## src/design/mbrd_pkg.sv

```systemverilog
`timescale 1ns / 1ps

package mbrd_pkg;

    localparam logic [1:0] FUNC_START = 2'd0;
    localparam logic [1:0] FUNC_BYTE  = 2'd1;
    localparam logic [1:0] FUNC_TICK  = 2'd2;

    localparam logic [1:0] KIND_REQ    = 2'd0;
    localparam logic [1:0] KIND_VALUE  = 2'd1;
    localparam logic [1:0] KIND_STATUS = 2'd2;

    localparam logic [3:0] ST_OK          = 4'd0;
    localparam logic [3:0] ST_NO_RESPONSE = 4'd1;
    localparam logic [3:0] ST_TRANSACTION = 4'd2;
    localparam logic [3:0] ST_PROTOCOL    = 4'd3;
    localparam logic [3:0] ST_UNIT        = 4'd4;
    localparam logic [3:0] ST_SHORT_LEN   = 4'd5;
    localparam logic [3:0] ST_LONG_PDU    = 4'd6;
    localparam logic [3:0] ST_NO_PDU      = 4'd7;
    localparam logic [3:0] ST_EXCEPTION   = 4'd8;
    localparam logic [3:0] ST_FUNCTION    = 4'd9;
    localparam logic [3:0] ST_BYTE_COUNT  = 4'd10;

    localparam int          NUM_FLAGS      = 10;
    localparam logic [7:0]  MBAP_LEN_LO    = 8'h06;
    localparam logic [7:0]  EXC_MASK       = 8'h80;
    localparam logic [15:0] PDU_LEN_MAX    = 16'd254;
    localparam logic [15:0] PDU_LEN_MIN    = 16'd2;
    localparam logic [15:0] TIMEOUT_RESET  = 16'd2000;
    localparam logic [3:0]  REQ_LAST_STEP  = 4'd11;

    localparam int QDEPTH = 4;
    localparam int QAW    = 2;

    typedef struct packed {
        logic        req;
        logic        val;
        logic        stat;
        logic [15:0] data;
        logic [7:0]  unit;
        logic [7:0]  fc;
        logic [15:0] addr;
        logic [6:0]  qty;
        logic [3:0]  status;
        logic [7:0]  detail;
    } t_job;

endpackage

```

## src/design/mbrd_queue.sv

```systemverilog
`timescale 1ns / 1ps

module mbrd_queue (
    input  logic          i_clk,
    input  logic          i_rst_n,
    input  logic          i_push,
    input  mbrd_pkg::t_job i_push_job,
    output logic          o_full,
    input  logic          i_pop,
    output mbrd_pkg::t_job o_head_job,
    output logic          o_empty
);
    import mbrd_pkg::*;

    t_job             r_mem [QDEPTH];
    logic [QAW-1:0]   r_wp;
    logic [QAW-1:0]   r_rp;
    logic [QAW:0]     r_cnt;
    logic             do_push;
    logic             do_pop;

    assign o_full     = (r_cnt == (QAW+1)'(QDEPTH));
    assign o_empty    = (r_cnt == '0);
    assign o_head_job = r_mem[r_rp];
    assign do_push    = i_push && !o_full;
    assign do_pop     = i_pop && !o_empty;

    always_ff @(posedge i_clk) begin
        if (do_push) begin
            r_mem[r_wp] <= i_push_job;
        end
    end

    always_ff @(posedge i_clk) begin
        if (!i_rst_n) begin
            r_wp  <= '0;
            r_rp  <= '0;
            r_cnt <= '0;
        end else begin
            if (do_push) begin
                r_wp <= r_wp + 1'b1;
            end
            if (do_pop) begin
                r_rp <= r_rp + 1'b1;
            end
            if (do_push && !do_pop) begin
                r_cnt <= r_cnt + 1'b1;
            end else if (do_pop && !do_push) begin
                r_cnt <= r_cnt - 1'b1;
            end
        end
    end

endmodule

```

## src/design/mbrd_front.sv

```systemverilog
`timescale 1ns / 1ps

module mbrd_front #(
    parameter int BUFFER_BYTES = 256
) (
    input  logic           i_clk,
    input  logic           i_rst_n,
    input  logic           i_cfg_wr_en,
    input  logic [15:0]    i_cfg_wr_data,
    input  logic           i_accept,
    input  logic [1:0]     i_func,
    input  logic [7:0]     i_unit_id,
    input  logic [7:0]     i_function_code,
    input  logic [15:0]    i_reg_addr,
    input  logic [6:0]     i_quantity,
    input  logic [7:0]     i_rx_byte,
    output logic           o_push,
    output mbrd_pkg::t_job o_job
);
    import mbrd_pkg::*;

    localparam int CMP_W = ($clog2(BUFFER_BYTES + 1) > 9) ? $clog2(BUFFER_BYTES + 1) : 9;

    logic [15:0]          r_timeout;
    logic [15:0]          r_tid,     n_tid;
    logic                 r_waiting, n_waiting;
    logic [7:0]           r_unit,    n_unit;
    logic [7:0]           r_fc,      n_fc;
    logic [6:0]           r_qty,     n_qty;
    logic [8:0]           r_rcvd,    n_rcvd;
    logic [15:0]          r_elapsed, n_elapsed;
    logic [7:0]           r_held,    n_held;
    logic [NUM_FLAGS-1:0] r_flags,   n_flags;
    logic [7:0]           r_detail,  n_detail;

    logic [CMP_W-1:0]     raw_total;
    logic [CMP_W-1:0]     frame_total;
    logic [15:0]          pdu_len;
    logic                 do_finish;
    logic [3:0]           fin_code;

    assign raw_total   = CMP_W'(9) + {{(CMP_W-8){1'b0}}, r_qty, 1'b0};
    assign frame_total = (raw_total > CMP_W'(BUFFER_BYTES)) ? CMP_W'(BUFFER_BYTES) : raw_total;
    assign pdu_len     = {r_held, i_rx_byte};

    always_comb begin
        fin_code = ST_OK;
        for (int i = NUM_FLAGS - 1; i >= 0; i--) begin
            if (n_flags[i]) begin
                fin_code = 4'(i + 1);
            end
        end
        if (fin_code == ST_OK) begin
            if (n_rcvd == '0) begin
                fin_code = ST_NO_RESPONSE;
            end else if (CMP_W'(n_rcvd) < frame_total) begin
                fin_code = ST_NO_PDU;
            end
        end
    end

    always_comb begin
        n_tid     = r_tid;
        n_waiting = r_waiting;
        n_unit    = r_unit;
        n_fc      = r_fc;
        n_qty     = r_qty;
        n_rcvd    = r_rcvd;
        n_elapsed = r_elapsed;
        n_held    = r_held;
        n_flags   = r_flags;
        n_detail  = r_detail;
        o_job     = '0;
        o_push    = 1'b0;
        do_finish = 1'b0;
        if (i_accept) begin
            case (i_func)
                FUNC_START: begin
                    n_tid      = r_tid + 16'd1;
                    n_waiting  = 1'b1;
                    n_unit     = i_unit_id;
                    n_fc       = i_function_code;
                    n_qty      = i_quantity;
                    n_rcvd     = '0;
                    n_elapsed  = '0;
                    n_held     = '0;
                    n_flags    = '0;
                    n_detail   = '0;
                    o_job.req  = 1'b1;
                    o_job.data = n_tid;
                    o_job.unit = i_unit_id;
                    o_job.fc   = i_function_code;
                    o_job.addr = i_reg_addr;
                    o_job.qty  = i_quantity;
                    o_push     = 1'b1;
                end
                FUNC_BYTE: begin
                    if (r_waiting) begin
                        case (r_rcvd)
                            9'd0, 9'd2, 9'd4: begin
                                n_held = i_rx_byte;
                            end
                            9'd1: begin
                                if (pdu_len != r_tid) begin
                                    n_flags[ST_TRANSACTION - 4'd1] = 1'b1;
                                end
                            end
                            9'd3: begin
                                if (pdu_len != 16'd0) begin
                                    n_flags[ST_PROTOCOL - 4'd1] = 1'b1;
                                end
                            end
                            9'd5: begin
                                if (pdu_len < PDU_LEN_MIN) begin
                                    n_flags[ST_SHORT_LEN - 4'd1] = 1'b1;
                                end else if (pdu_len > PDU_LEN_MAX) begin
                                    n_flags[ST_LONG_PDU - 4'd1] = 1'b1;
                                end
                            end
                            9'd6: begin
                                if (i_rx_byte != r_unit) begin
                                    n_flags[ST_UNIT - 4'd1] = 1'b1;
                                end
                            end
                            9'd7: begin
                                if ((i_rx_byte & EXC_MASK) != 8'd0) begin
                                    n_flags[ST_EXCEPTION - 4'd1] = 1'b1;
                                    n_detail = '0;
                                end else if (i_rx_byte != r_fc) begin
                                    n_flags[ST_FUNCTION - 4'd1] = 1'b1;
                                    n_detail = i_rx_byte;
                                end
                            end
                            9'd8: begin
                                if (r_flags[ST_EXCEPTION - 4'd1]) begin
                                    n_detail = i_rx_byte;
                                end else if (i_rx_byte != {r_qty, 1'b0}) begin
                                    n_flags[ST_BYTE_COUNT - 4'd1] = 1'b1;
                                end
                            end
                            default: begin
                                if (r_rcvd[0]) begin
                                    n_held = i_rx_byte;
                                end else if (r_flags == '0) begin
                                    o_job.val  = 1'b1;
                                    o_job.data = pdu_len;
                                    o_push     = 1'b1;
                                end
                            end
                        endcase
                        n_rcvd = r_rcvd + 9'd1;
                        if (CMP_W'(n_rcvd) >= frame_total) begin
                            do_finish = 1'b1;
                        end
                    end
                end
                FUNC_TICK: begin
                    if (r_waiting) begin
                        if (r_elapsed != 16'hFFFF) begin
                            n_elapsed = r_elapsed + 16'd1;
                        end
                        if (n_elapsed >= r_timeout) begin
                            do_finish = 1'b1;
                        end
                    end
                end
                default: begin
                end
            endcase
        end
        if (do_finish) begin
            n_waiting    = 1'b0;
            o_job.stat   = 1'b1;
            o_job.status = fin_code;
            o_job.detail = (fin_code == ST_EXCEPTION || fin_code == ST_FUNCTION) ?
                           n_detail : 8'd0;
            o_push       = 1'b1;
        end
    end

    always_ff @(posedge i_clk) begin
        if (!i_rst_n) begin
            r_timeout <= TIMEOUT_RESET;
            r_tid     <= '0;
            r_waiting <= 1'b0;
        end else begin
            if (i_cfg_wr_en) begin
                r_timeout <= i_cfg_wr_data;
            end
            r_tid     <= n_tid;
            r_waiting <= n_waiting;
        end
    end

    always_ff @(posedge i_clk) begin
        r_unit    <= n_unit;
        r_fc      <= n_fc;
        r_qty     <= n_qty;
        r_rcvd    <= n_rcvd;
        r_elapsed <= n_elapsed;
        r_held    <= n_held;
        r_flags   <= n_flags;
        r_detail  <= n_detail;
    end

endmodule

```

## src/design/mbrd_back.sv

```systemverilog
`timescale 1ns / 1ps

module mbrd_back (
    input  logic           i_clk,
    input  logic           i_rst_n,
    input  mbrd_pkg::t_job i_head_job,
    input  logic           i_empty,
    output logic           o_pop,
    output logic           o_out_valid,
    input  logic           i_out_stall,
    output logic [1:0]     o_kind,
    output logic [15:0]    o_data,
    output logic [3:0]     o_status,
    output logic [7:0]     o_detail,
    output logic           o_last
);
    import mbrd_pkg::*;

    logic        r_valid;
    logic [1:0]  r_kind,   n_kind;
    logic [15:0] r_data,   n_data;
    logic [3:0]  r_status, n_status;
    logic [7:0]  r_detail, n_detail;
    logic        r_last,   n_last;
    logic [3:0]  r_step;
    logic        out_free;
    logic        emit;
    logic        job_done;
    logic [7:0]  req_byte;

    assign out_free = !r_valid || !i_out_stall;
    assign emit     = out_free && !i_empty;
    assign o_pop    = emit && job_done;

    always_comb begin
        case (r_step)
            4'd0:    req_byte = i_head_job.data[15:8];
            4'd1:    req_byte = i_head_job.data[7:0];
            4'd5:    req_byte = MBAP_LEN_LO;
            4'd6:    req_byte = i_head_job.unit;
            4'd7:    req_byte = i_head_job.fc;
            4'd8:    req_byte = i_head_job.addr[15:8];
            4'd9:    req_byte = i_head_job.addr[7:0];
            4'd11:   req_byte = {1'b0, i_head_job.qty};
            default: req_byte = 8'd0;
        endcase
    end

    always_comb begin
        n_kind   = KIND_STATUS;
        n_data   = 16'd0;
        n_status = i_head_job.status;
        n_detail = i_head_job.detail;
        n_last   = 1'b1;
        job_done = 1'b1;
        if (i_head_job.req) begin
            n_kind   = KIND_REQ;
            n_data   = {8'd0, req_byte};
            n_status = ST_OK;
            n_detail = 8'd0;
            n_last   = (r_step == REQ_LAST_STEP);
            job_done = n_last;
        end else if (i_head_job.val && r_step == 4'd0) begin
            n_kind   = KIND_VALUE;
            n_data   = i_head_job.data;
            n_status = ST_OK;
            n_detail = 8'd0;
            n_last   = 1'b0;
            job_done = !i_head_job.stat;
        end
    end

    always_ff @(posedge i_clk) begin
        if (!i_rst_n) begin
            r_valid <= 1'b0;
            r_step  <= '0;
        end else if (out_free) begin
            r_valid <= !i_empty;
            if (emit) begin
                r_step <= job_done ? 4'd0 : r_step + 4'd1;
            end
        end
    end

    always_ff @(posedge i_clk) begin
        if (emit) begin
            r_kind   <= n_kind;
            r_data   <= n_data;
            r_status <= n_status;
            r_detail <= n_detail;
            r_last   <= n_last;
        end
    end

    assign o_out_valid = r_valid;
    assign o_kind      = r_kind;
    assign o_data      = r_data;
    assign o_status    = r_status;
    assign o_detail    = r_detail;
    assign o_last      = r_last;

endmodule

```

## src/design/modbus_tcp_read_transaction_core.sv

```systemverilog
`timescale 1ns / 1ps

// Modbus TCP read transaction engine. A start word emits the twelve-byte request frame with a
// fresh transaction id; response bytes and millisecond ticks are then checked on the fly, each
// register value is emitted when its low byte arrives, and a status word with last set closes
// the transaction. Response bytes and ticks are taken one word per cycle; a start word occupies
// the output for twelve request words, and a four-entry job queue between the checker and the
// output sequencer absorbs the difference, so input stalls only when that queue is full.

module modbus_tcp_read_transaction_core #(
    parameter int BUFFER_BYTES = 256
) (
    input  logic        i_clk,
    input  logic        i_rst_n,
    input  logic        i_cfg_wr_en,
    input  logic [15:0] i_cfg_wr_data,
    input  logic        i_in_valid,
    output logic        o_in_stall,
    input  logic [1:0]  i_func,
    input  logic [7:0]  i_unit_id,
    input  logic [7:0]  i_function_code,
    input  logic [15:0] i_reg_addr,
    input  logic [6:0]  i_quantity,
    input  logic [7:0]  i_rx_byte,
    output logic        o_out_valid,
    input  logic        i_out_stall,
    output logic [1:0]  o_kind,
    output logic [15:0] o_data,
    output logic [3:0]  o_status,
    output logic [7:0]  o_detail,
    output logic        o_last
);
    import mbrd_pkg::*;

    t_job q_push_job;
    t_job q_head_job;
    logic q_push;
    logic q_full;
    logic q_empty;
    logic q_pop;
    logic in_accept;

    assign o_in_stall = q_full;
    assign in_accept  = i_in_valid && !q_full;

    mbrd_front #(
        .BUFFER_BYTES(BUFFER_BYTES)
    ) u_front (
        .i_clk          (i_clk),
        .i_rst_n        (i_rst_n),
        .i_cfg_wr_en    (i_cfg_wr_en),
        .i_cfg_wr_data  (i_cfg_wr_data),
        .i_accept       (in_accept),
        .i_func         (i_func),
        .i_unit_id      (i_unit_id),
        .i_function_code(i_function_code),
        .i_reg_addr     (i_reg_addr),
        .i_quantity     (i_quantity),
        .i_rx_byte      (i_rx_byte),
        .o_push         (q_push),
        .o_job          (q_push_job)
    );

    mbrd_queue u_queue (
        .i_clk     (i_clk),
        .i_rst_n   (i_rst_n),
        .i_push    (q_push),
        .i_push_job(q_push_job),
        .o_full    (q_full),
        .i_pop     (q_pop),
        .o_head_job(q_head_job),
        .o_empty   (q_empty)
    );

    mbrd_back u_back (
        .i_clk      (i_clk),
        .i_rst_n    (i_rst_n),
        .i_head_job (q_head_job),
        .i_empty    (q_empty),
        .o_pop      (q_pop),
        .o_out_valid(o_out_valid),
        .i_out_stall(i_out_stall),
        .o_kind     (o_kind),
        .o_data     (o_data),
        .o_status   (o_status),
        .o_detail   (o_detail),
        .o_last     (o_last)
    );

`ifndef ASSERT_OFF
    a_start_queued: assert property (@(posedge i_clk) disable iff (!i_rst_n)
        (in_accept && i_func == FUNC_START) |=> !q_empty)
        else $error("start word was not queued");

    a_status_last: assert property (@(posedge i_clk) disable iff (!i_rst_n)
        (o_out_valid && o_kind == KIND_STATUS) |-> o_last)
        else $error("status word without last");

    a_value_clean: assert property (@(posedge i_clk) disable iff (!i_rst_n)
        (o_out_valid && o_kind == KIND_VALUE) |-> (!o_last && o_status == ST_OK))
        else $error("register value word carries last or status");

    a_no_push_when_full: assert property (@(posedge i_clk) disable iff (!i_rst_n)
        q_full |-> !q_push)
        else $error("job pushed into a full queue");
`endif

endmodule

```

## config.mk

```make
export PLATFORM = sky130hd
export DESIGN_NAME = modbus_tcp_read_transaction_core
export DESIGN_NICKNAME = d
export VERILOG_FILES = /design/src/design/mbrd_pkg.sv /design/src/design/mbrd_queue.sv /design/src/design/mbrd_front.sv /design/src/design/mbrd_back.sv /design/src/design/modbus_tcp_read_transaction_core.sv
export SDC_FILE = /design/constraint.sdc
export NUM_CORES = 1
export LEC_CHECK = 0
export ABC_AREA = 1
export BUFFER_PORTS_ARGS = -buffer_cell sky130_fd_sc_hd__clkbuf_2
export CAP_MARGIN = 10
export CORE_MARGIN = 2
export CORE_UTILIZATION = 29
export CTS_BUF_LIST = sky130_fd_sc_hd__clkbuf_8
export DETAILED_ROUTE_END_ITERATION = 12
export GPL_TIMING_DRIVEN = 0
export PLACE_DENSITY = 0.52
export REMOVE_ABC_BUFFERS = 1
export SLEW_MARGIN = 0
export SYNTH_ARGS = -nofsm -noshare
export SYNTH_HDL_FRONTEND = slang
export SYNTH_HIERARCHICAL = 1
export SYNTH_SLANG_ARGS = --single-unit
```

## constraint.sdc

```tcl
create_clock -name i_clk -period 9.6 [get_ports i_clk]
set_clock_uncertainty 0.2 [all_clocks]
set_input_delay 1.92 -clock i_clk [delete_from_list [all_inputs] [get_ports i_clk]]
set_output_delay 1.92 -clock i_clk [all_outputs]
set_load 0.05 [all_outputs]
```

---- Word-level counts from Yosys, hierarchy flattened ----
Memory sizes are Yosys's and may differ from the RTL's. A register that Yosys moved wholly into a read port is not among the register bits.
Index checks and enable logic that the tools add are counted.
word-level totals
  register bits after elaboration ......... 150
  bits in writable memories ............... 280
  input bits .............................. 70
  output and inout bits ................... 33
  memories ................................ 1
cells by class
  add/sub/neg operators ................... 9
  magnitude comparators ................... 6
  equality and inequality tests ........... 29
  multiplexer cells ....................... 99
  bitwise operators ....................... 2
  reductions and logical operators ........ 38
memory list
  memory         words  bits a word  read ports  clocked after memory_dff  wr ports  RTL line          text
  u_queue.r_mem  4      70           1           1                         1         mbrd_queue.sv:15  t_job r_mem [QDEPTH];
operators by type and width
  operator                                                        count
  two-way mux 16 bit                                              9
  two-way mux 8 bit                                               10
  one-hot mux 16 bit (2 select lines)                             2
  one-hot mux 8 bit (2 select lines)                              4
  one-hot mux 8 bit (8 select lines)                              1
  two-way mux 4 bit                                               14
  two-way mux 55 bit                                              1
  two-way mux 39 bit                                              1
  two-way mux 1 bit                                               37
  == test 9 x 3 -> 1 bit, second input constant                   4
  adder 16 x 1 -> 16 bit, second input constant                   2
  two-way mux 9 bit                                               3
  != test 8 bit                                                   3
  == test 4 bit, second input constant                            5
  == test 9 x 2 -> 1 bit, second input constant                   2
  logical NOT 9 bit                                               2
  one-hot mux 9 bit (2 select lines)                              1
  >= comparator 16 bit                                            1
  greater-than comparator 16 x 8 -> 1 bit, second input constant  1
  less-than comparator 16 x 2 -> 1 bit, second input constant     1
  != test 16 bit                                                  1
  != test 16 bit, second input constant                           1
  nonzero test 16 bit                                             1
  == test 4 x 3 -> 1 bit, second input constant                   3
  other kinds (42)                                                73

---- Logic depth before layout (Yosys ltp) ----
  depth after elaboration ................. 24
  depth in mapped cells ................... 32
  gate-level depth less buffers ........... 32

---- Cells and area by module ----
Netlist, hierarchy kept.
by module, submodules not included
  module                            times used  cells an instance  area each (um^2)
  mbrd_queue                        1           746                11436.0
  mbrd_front                        1           1002               7344.5
  mbrd_back                         1           278                2187.1
  modbus_tcp_read_transaction_core  1           2                  10.0

---- Worst setup path after synthesis ----
OpenSTA, ideal clock, no wires.
  kind .................................... input to register
  from .................................... in i_func[0]
  to ...................................... mem u_queue/r_mem[0][0] (netlist name), enable pin
  setup time .............................. 0.499 ns
  arrival ................................. 5.804 ns
  required time ........................... 8.901 ns
  setup slack ............................. 3.097 ns
  cell stages on the path ................. 8
  buffers on the path ..................... 2
  cell sequence ........................... inv_1 -> ha_1 -> nand2_2 -> buf_6 -> clkbuf_1 -> nand3b_1 -> nand2_1 -> nor2_1
on the way
  longest elaborated chain between the ends .. 7
  elaborated cells between the ends (all ways) .. 11
  classes of those cells .................. eq/ne (2); mux (7); reduce/logical (2)
ends and longest elaborated chain
  item                                            RTL line                                text
  start: declaration                              modbus_tcp_read_transaction_core.sv:19  input logic [1:0] i_func,
  == test 2 x 1 -> 1 bit (tied with other cells)  mbrd_front.sv:77                        case (i_func)
  one-hot mux 1 bit (2 select lines)              mbrd_front.sv:77
  two-way mux 1 bit                               mbrd_front.sv:76                        if (i_accept) begin
  two-way mux 1 bit (*)                           mbrd_front.sv:171                       if (do_finish) begin
  net q_push                                      modbus_tcp_read_transaction_core.sv:37  logic q_push;
  logical AND 1 bit (*)                           mbrd_queue.sv:25                        assign do_push = i_push && !o_full;
  two-way mux 1 bit (*)                           mbrd_queue.sv:29                        if (do_push) begin
  two-way mux 1 bit (implied by the code) (*)     mbrd_queue.sv:30                        r_mem[r_wp] <= i_push_job;
  end: declaration                                mbrd_queue.sv:15
Mark *: on every way through the listed nets, which the timed path passes. The rest lies on a longest branch.

==> metrics.md <==
| Metric | Value |
|---|---|
| Pins Over Slew Limit | `0` |
| Worst VDD drop | `0.1368 mV` |
| Area taken by multi-input logic gates | `between 0.007 and 0.008 mm^2` |
| Post-synth cell types | `57` |
| Crit-path max cell delay | `0.80 ns` |
| Startpoint types | `primary input` |
| Synthesized area | `0.02098 mm^2` |
| Most common cell after layout, fill and taps aside | `edfxtp_1` |
| Clock Tree Buf Depth | `3` |
| Post-Synth XOR/XNOR Area | `0.02672` |
| Top delay family on crit path | `adder cells` |
| CTS Buf Count | `80` |
| Vias in the first global route | `14640` |
| Drt total wl | `roughly 55000 um` |
| Part of the power in combinational logic | `0.227` |
| Initial Utilization | `0.2929` |
| Max-Cap Viols | `0` |
| Crit. End Element | `flop` |
| Switch share | `0.3382` |
| Clock share of power | `0.331` |
| PwrDens | `around 220 mW/mm^2` |
| Iter 0 DRT Violations | `about 1100` |
| Largest net degree at the start of global routing | `77` |
| Sinks on the clock net | `432` |
| Sw power | `1.755 mW` |
| Final Hold Viols | `0` |
| Final setup margin | `3.801 ns` |
| DIE WIDTH | `between 200 and 300 um` |
| CP cell instances | `clkbuf_2 > inv_1 > ha_1 > nand2_4 > nand2_4 > clkinv_1 > a22oi_1 > inv_1 > ha_1 > nand4_1 > o221ai_1 > a21oi_1 > a21oi_1 > nor2_1 > nand2_2 > nand4_4 > nor2_2` |
| IO Count | `103` |
| Compound-Gate Fraction of Synth Area | `0.1136` |
| Achievable Freq | `roughly 170 MHz` |
| DR vias | `14880` |
| WL/cell | `about 17 um` |
| CP Max Fanout | `20` |
| Gpl congestion | `0.8439` |
| First-pass GRT wire length | `83120 um` |
| Leakage power | `between 9 and 10 nW` |
| DRC errors left | `0` |
| Hold Crit Class | `reg -> reg` |
| Internal | `3.434 mW` |
| Final HPWL DP | `roughly 37000 um` |
| Most frequent cells in the layout | `edfxtp_1 (358), nor2_1 (286), inv_1 (260)` |
| Status | `completed` |
| Fillcell total | `7282` |
| Slew headroom | `0.2886` |
| Hold Worst Slack | `0.2634 ns` |
| Initial antenna violation count | `12` |
| Via/cell ratio | `4.720` |
| Setup CP Type | `in -> reg` |
| Die Area | `0.07450 mm^2` |
| Setup WS pre-CTS | `between 3 and 4 ns` |
| Worst Path Buf+Inv | `4` |
| Syn Area/Cell | `10.34 um^2` |
| CTS tree | `done` |
| First-pass DRT Iterations | `5` |
| Critical Path RT | `9.79 ns` |
| Crit share post-route | `0.6041` |
| Final setup viols | `0` |
| Ys flop type | `edfxtp_1` |
| Syn Inst Count | `a little over 2000` |
| Slew @ Worst Pin | `1.063 ns` |
| Adder-cell share of the synthesized area | `0.03197` |
| RSZ-0062 raised after global routing | `no` |
| CP arrival | `5.99 ns` |
| Synthesis-to-finish area growth | `14.95%` |
| I/O Buffers | `102` |
| Post-synth ARST share | `0` |
| Post-CTS Resized | `0` |
| Worst-path clk slew | `0.05 ns` |
| All-Layer GR Usage | `0.1453` |
| Share of post-route cells with drive strength above 1 | `0.1723` |
| Core Region | `0.07161 mm^2` |
| Remaining Overflow, GRT | `0` |
| Die span in y | `about 270 um` |
| Number of synthesized register bits | `between 400 and 500` |
| Post-synthesis mux area share | `0` |
| Row Count | `98` |
| Number of flops mapped to enable cells by yosys | `358` |
| Yosys warnings | `6` |
| Worst path slowest cell | `ha_1` |
| DRT antenna net count | `0` |
| Setup Fix Bufs, Post-CTS | `0` |
| Root buf cell | `clkbuf_8` |
| Crit path time final | `5.799 ns` |
| Register area share after synthesis | `0.5831` |
| Nets | `2258` |
| # hold bufs at CTS | `0` |
| Flop pwr share | `0.442` |
| Clk_lat worst skew | `0.66 ns` |
| Largest family of logic cells by synthesized area | `simple AND/OR/NAND/NOR gates` |
| Post-Synth Simple-Gate Area | `0.1718` |
| Sequential Area | `0.01224 mm^2` |
| H-tree level count | `3` |
[tightest hold or removal path, cell delays in order, from the launching register on]
cell and delay, ns:
dfxtp_1 0.29, inv_1 0.06, a21oi_1 0.06
[metal layers]
metal,share of wire,wire length [um],global-route usage,vias up
li1,-,-,-,7184
met3,0.068,3740,0.04059,124
met5,0.0025,139,0,-
met4,0.032,1779,0.05695,22
met2,0.46,25310,0.2312,403
met1,0.44,24140,0.1870,7143
[sequential cells by signal, indices dropped and copies added (netlist names), named ones only]
name / count
u_queue/r_mem: 280
u_back/o_data: 16
u_front/r_elapsed: 16
u_front/r_tid: 16
u_front/r_timeout: 16
u_front/r_flags: 10
u_front/r_rcvd: 9
u_back/o_detail: 8
u_front/r_detail: 8
u_front/r_fc: 8
u_front/r_held: 8
u_front/r_unit: 8
u_front/r_qty: 7
u_back/o_status: 4
u_back/r_step: 4
u_queue/r_cnt: 3
u_back/o_kind: 2
u_queue/r_rp: 2
u_queue/r_wp: 2
u_back/o_last: 1
u_back/o_out_valid: 1
u_front/r_waiting: 1
[stage by stage]
stage | instance area [um^2] | power [mW] | instances | util | setup TNS [ns]
6_report | 24110 | 5.189 | 3152 | 0.3368 | 0
5_1_grt | 24110 | 5.454 | 3150 | 0.3367 | 0
3_3_place_gp | 22100 | 3.510 | 2987 | 0.3086 | -534.08
4_1_cts | 24110 | 5.268 | 3150 | 0.3367 | 0
3_5_place_dp | 22540 | 3.524 | 3003 | 0.3147 | 0
2_1_floorplan | 20400 | 3.146 | 1935 | - | 0
[Yosys cell counts, types with 12 or more instances]
cell,instances,area [um^2]
o21ai_1,31,155.2
buf_2,29,145.1
clkbuf_1,41,153.9
nand2_1,233,874.6
nand3_1,63,315.3
nor2_2,12,75.07
inv_1,235,882.1
nor3_1,25,125.1
xor2_1,43,376.6
o22ai_1,42,262.8
dfxtp_1,74,1481
inv_2,12,45.04
nand4_1,49,306.5
edfxtp_1,358,10750
ha_1,52,650.6
nor2_1,290,1089
o21ai_0,153,765.7
xnor2_1,21,183.9
buf_6,12,135.1
o22ai_2,41,513.0
nor2_4,43,484.2
a21oi_1,84,420.4
[layout make-up]
| class | count | share of cell area |
|---|---|---|
| diodes | 2 | 0.0002075 |
| flip-flops and latches | 432 | 0.5075 |
| repair buffers | 118 | 0.03694 |
| well taps | 950 | 0.04929 |
| multi-input cells | 1251 | 0.3011 |
| clock inverters | 60 | 0.01551 |
| clock buffers | 87 | 0.04965 |
| inverters | 252 | 0.03974 |
[power by group through the flow]
| stage | registers [mW] | logic, mW | clock network (mW) |
|---|---|---|---|
| after global routing | 2.31 | 1.28 | 1.86 |
| after global placement | 2.36 | 1.15 | 0 |
| final | 2.29 | 1.18 | 1.72 |
| after floorplan | 2.58 | 0.565 | 0 |
| after CTS | 2.30 | 1.19 | 1.78 |
| after detailed placement | 2.33 | 1.19 | 0 |
[cell families (layout without fill, tap and decap cells)]
| kind of cell | count (synthesis) | in the layout |
|---|---|---|
| DFF | 432 | 432 |
| and+or+nand+nor | 752 | 752 |
| buffers and inverters | 345 | 517 |
| adders and majority gates | 53 | 53 |
| other | 0 | 2 |
| xor gates and xnor gates | 64 | 64 |
| AOI/OAI and AO/OA | 382 | 382 |
[worst paths after layout]
kind | from | end | slack, ns | depth (start not counted)
setup / recovery | i_func[1] | u_queue/r_mem[3][5] | 3.80 | 17
hold / removal | u_front/r_timeout[3] | u_front/r_timeout[3] | 0.26 | 2
setup reg to reg | u_front/r_elapsed[0] | u_queue/r_mem[2][54] | 3.97 | 21
hold reg to reg | u_front/r_timeout[3] | u_front/r_timeout[3] | 0.26 | 2
(Power assumes the default switching activity.)
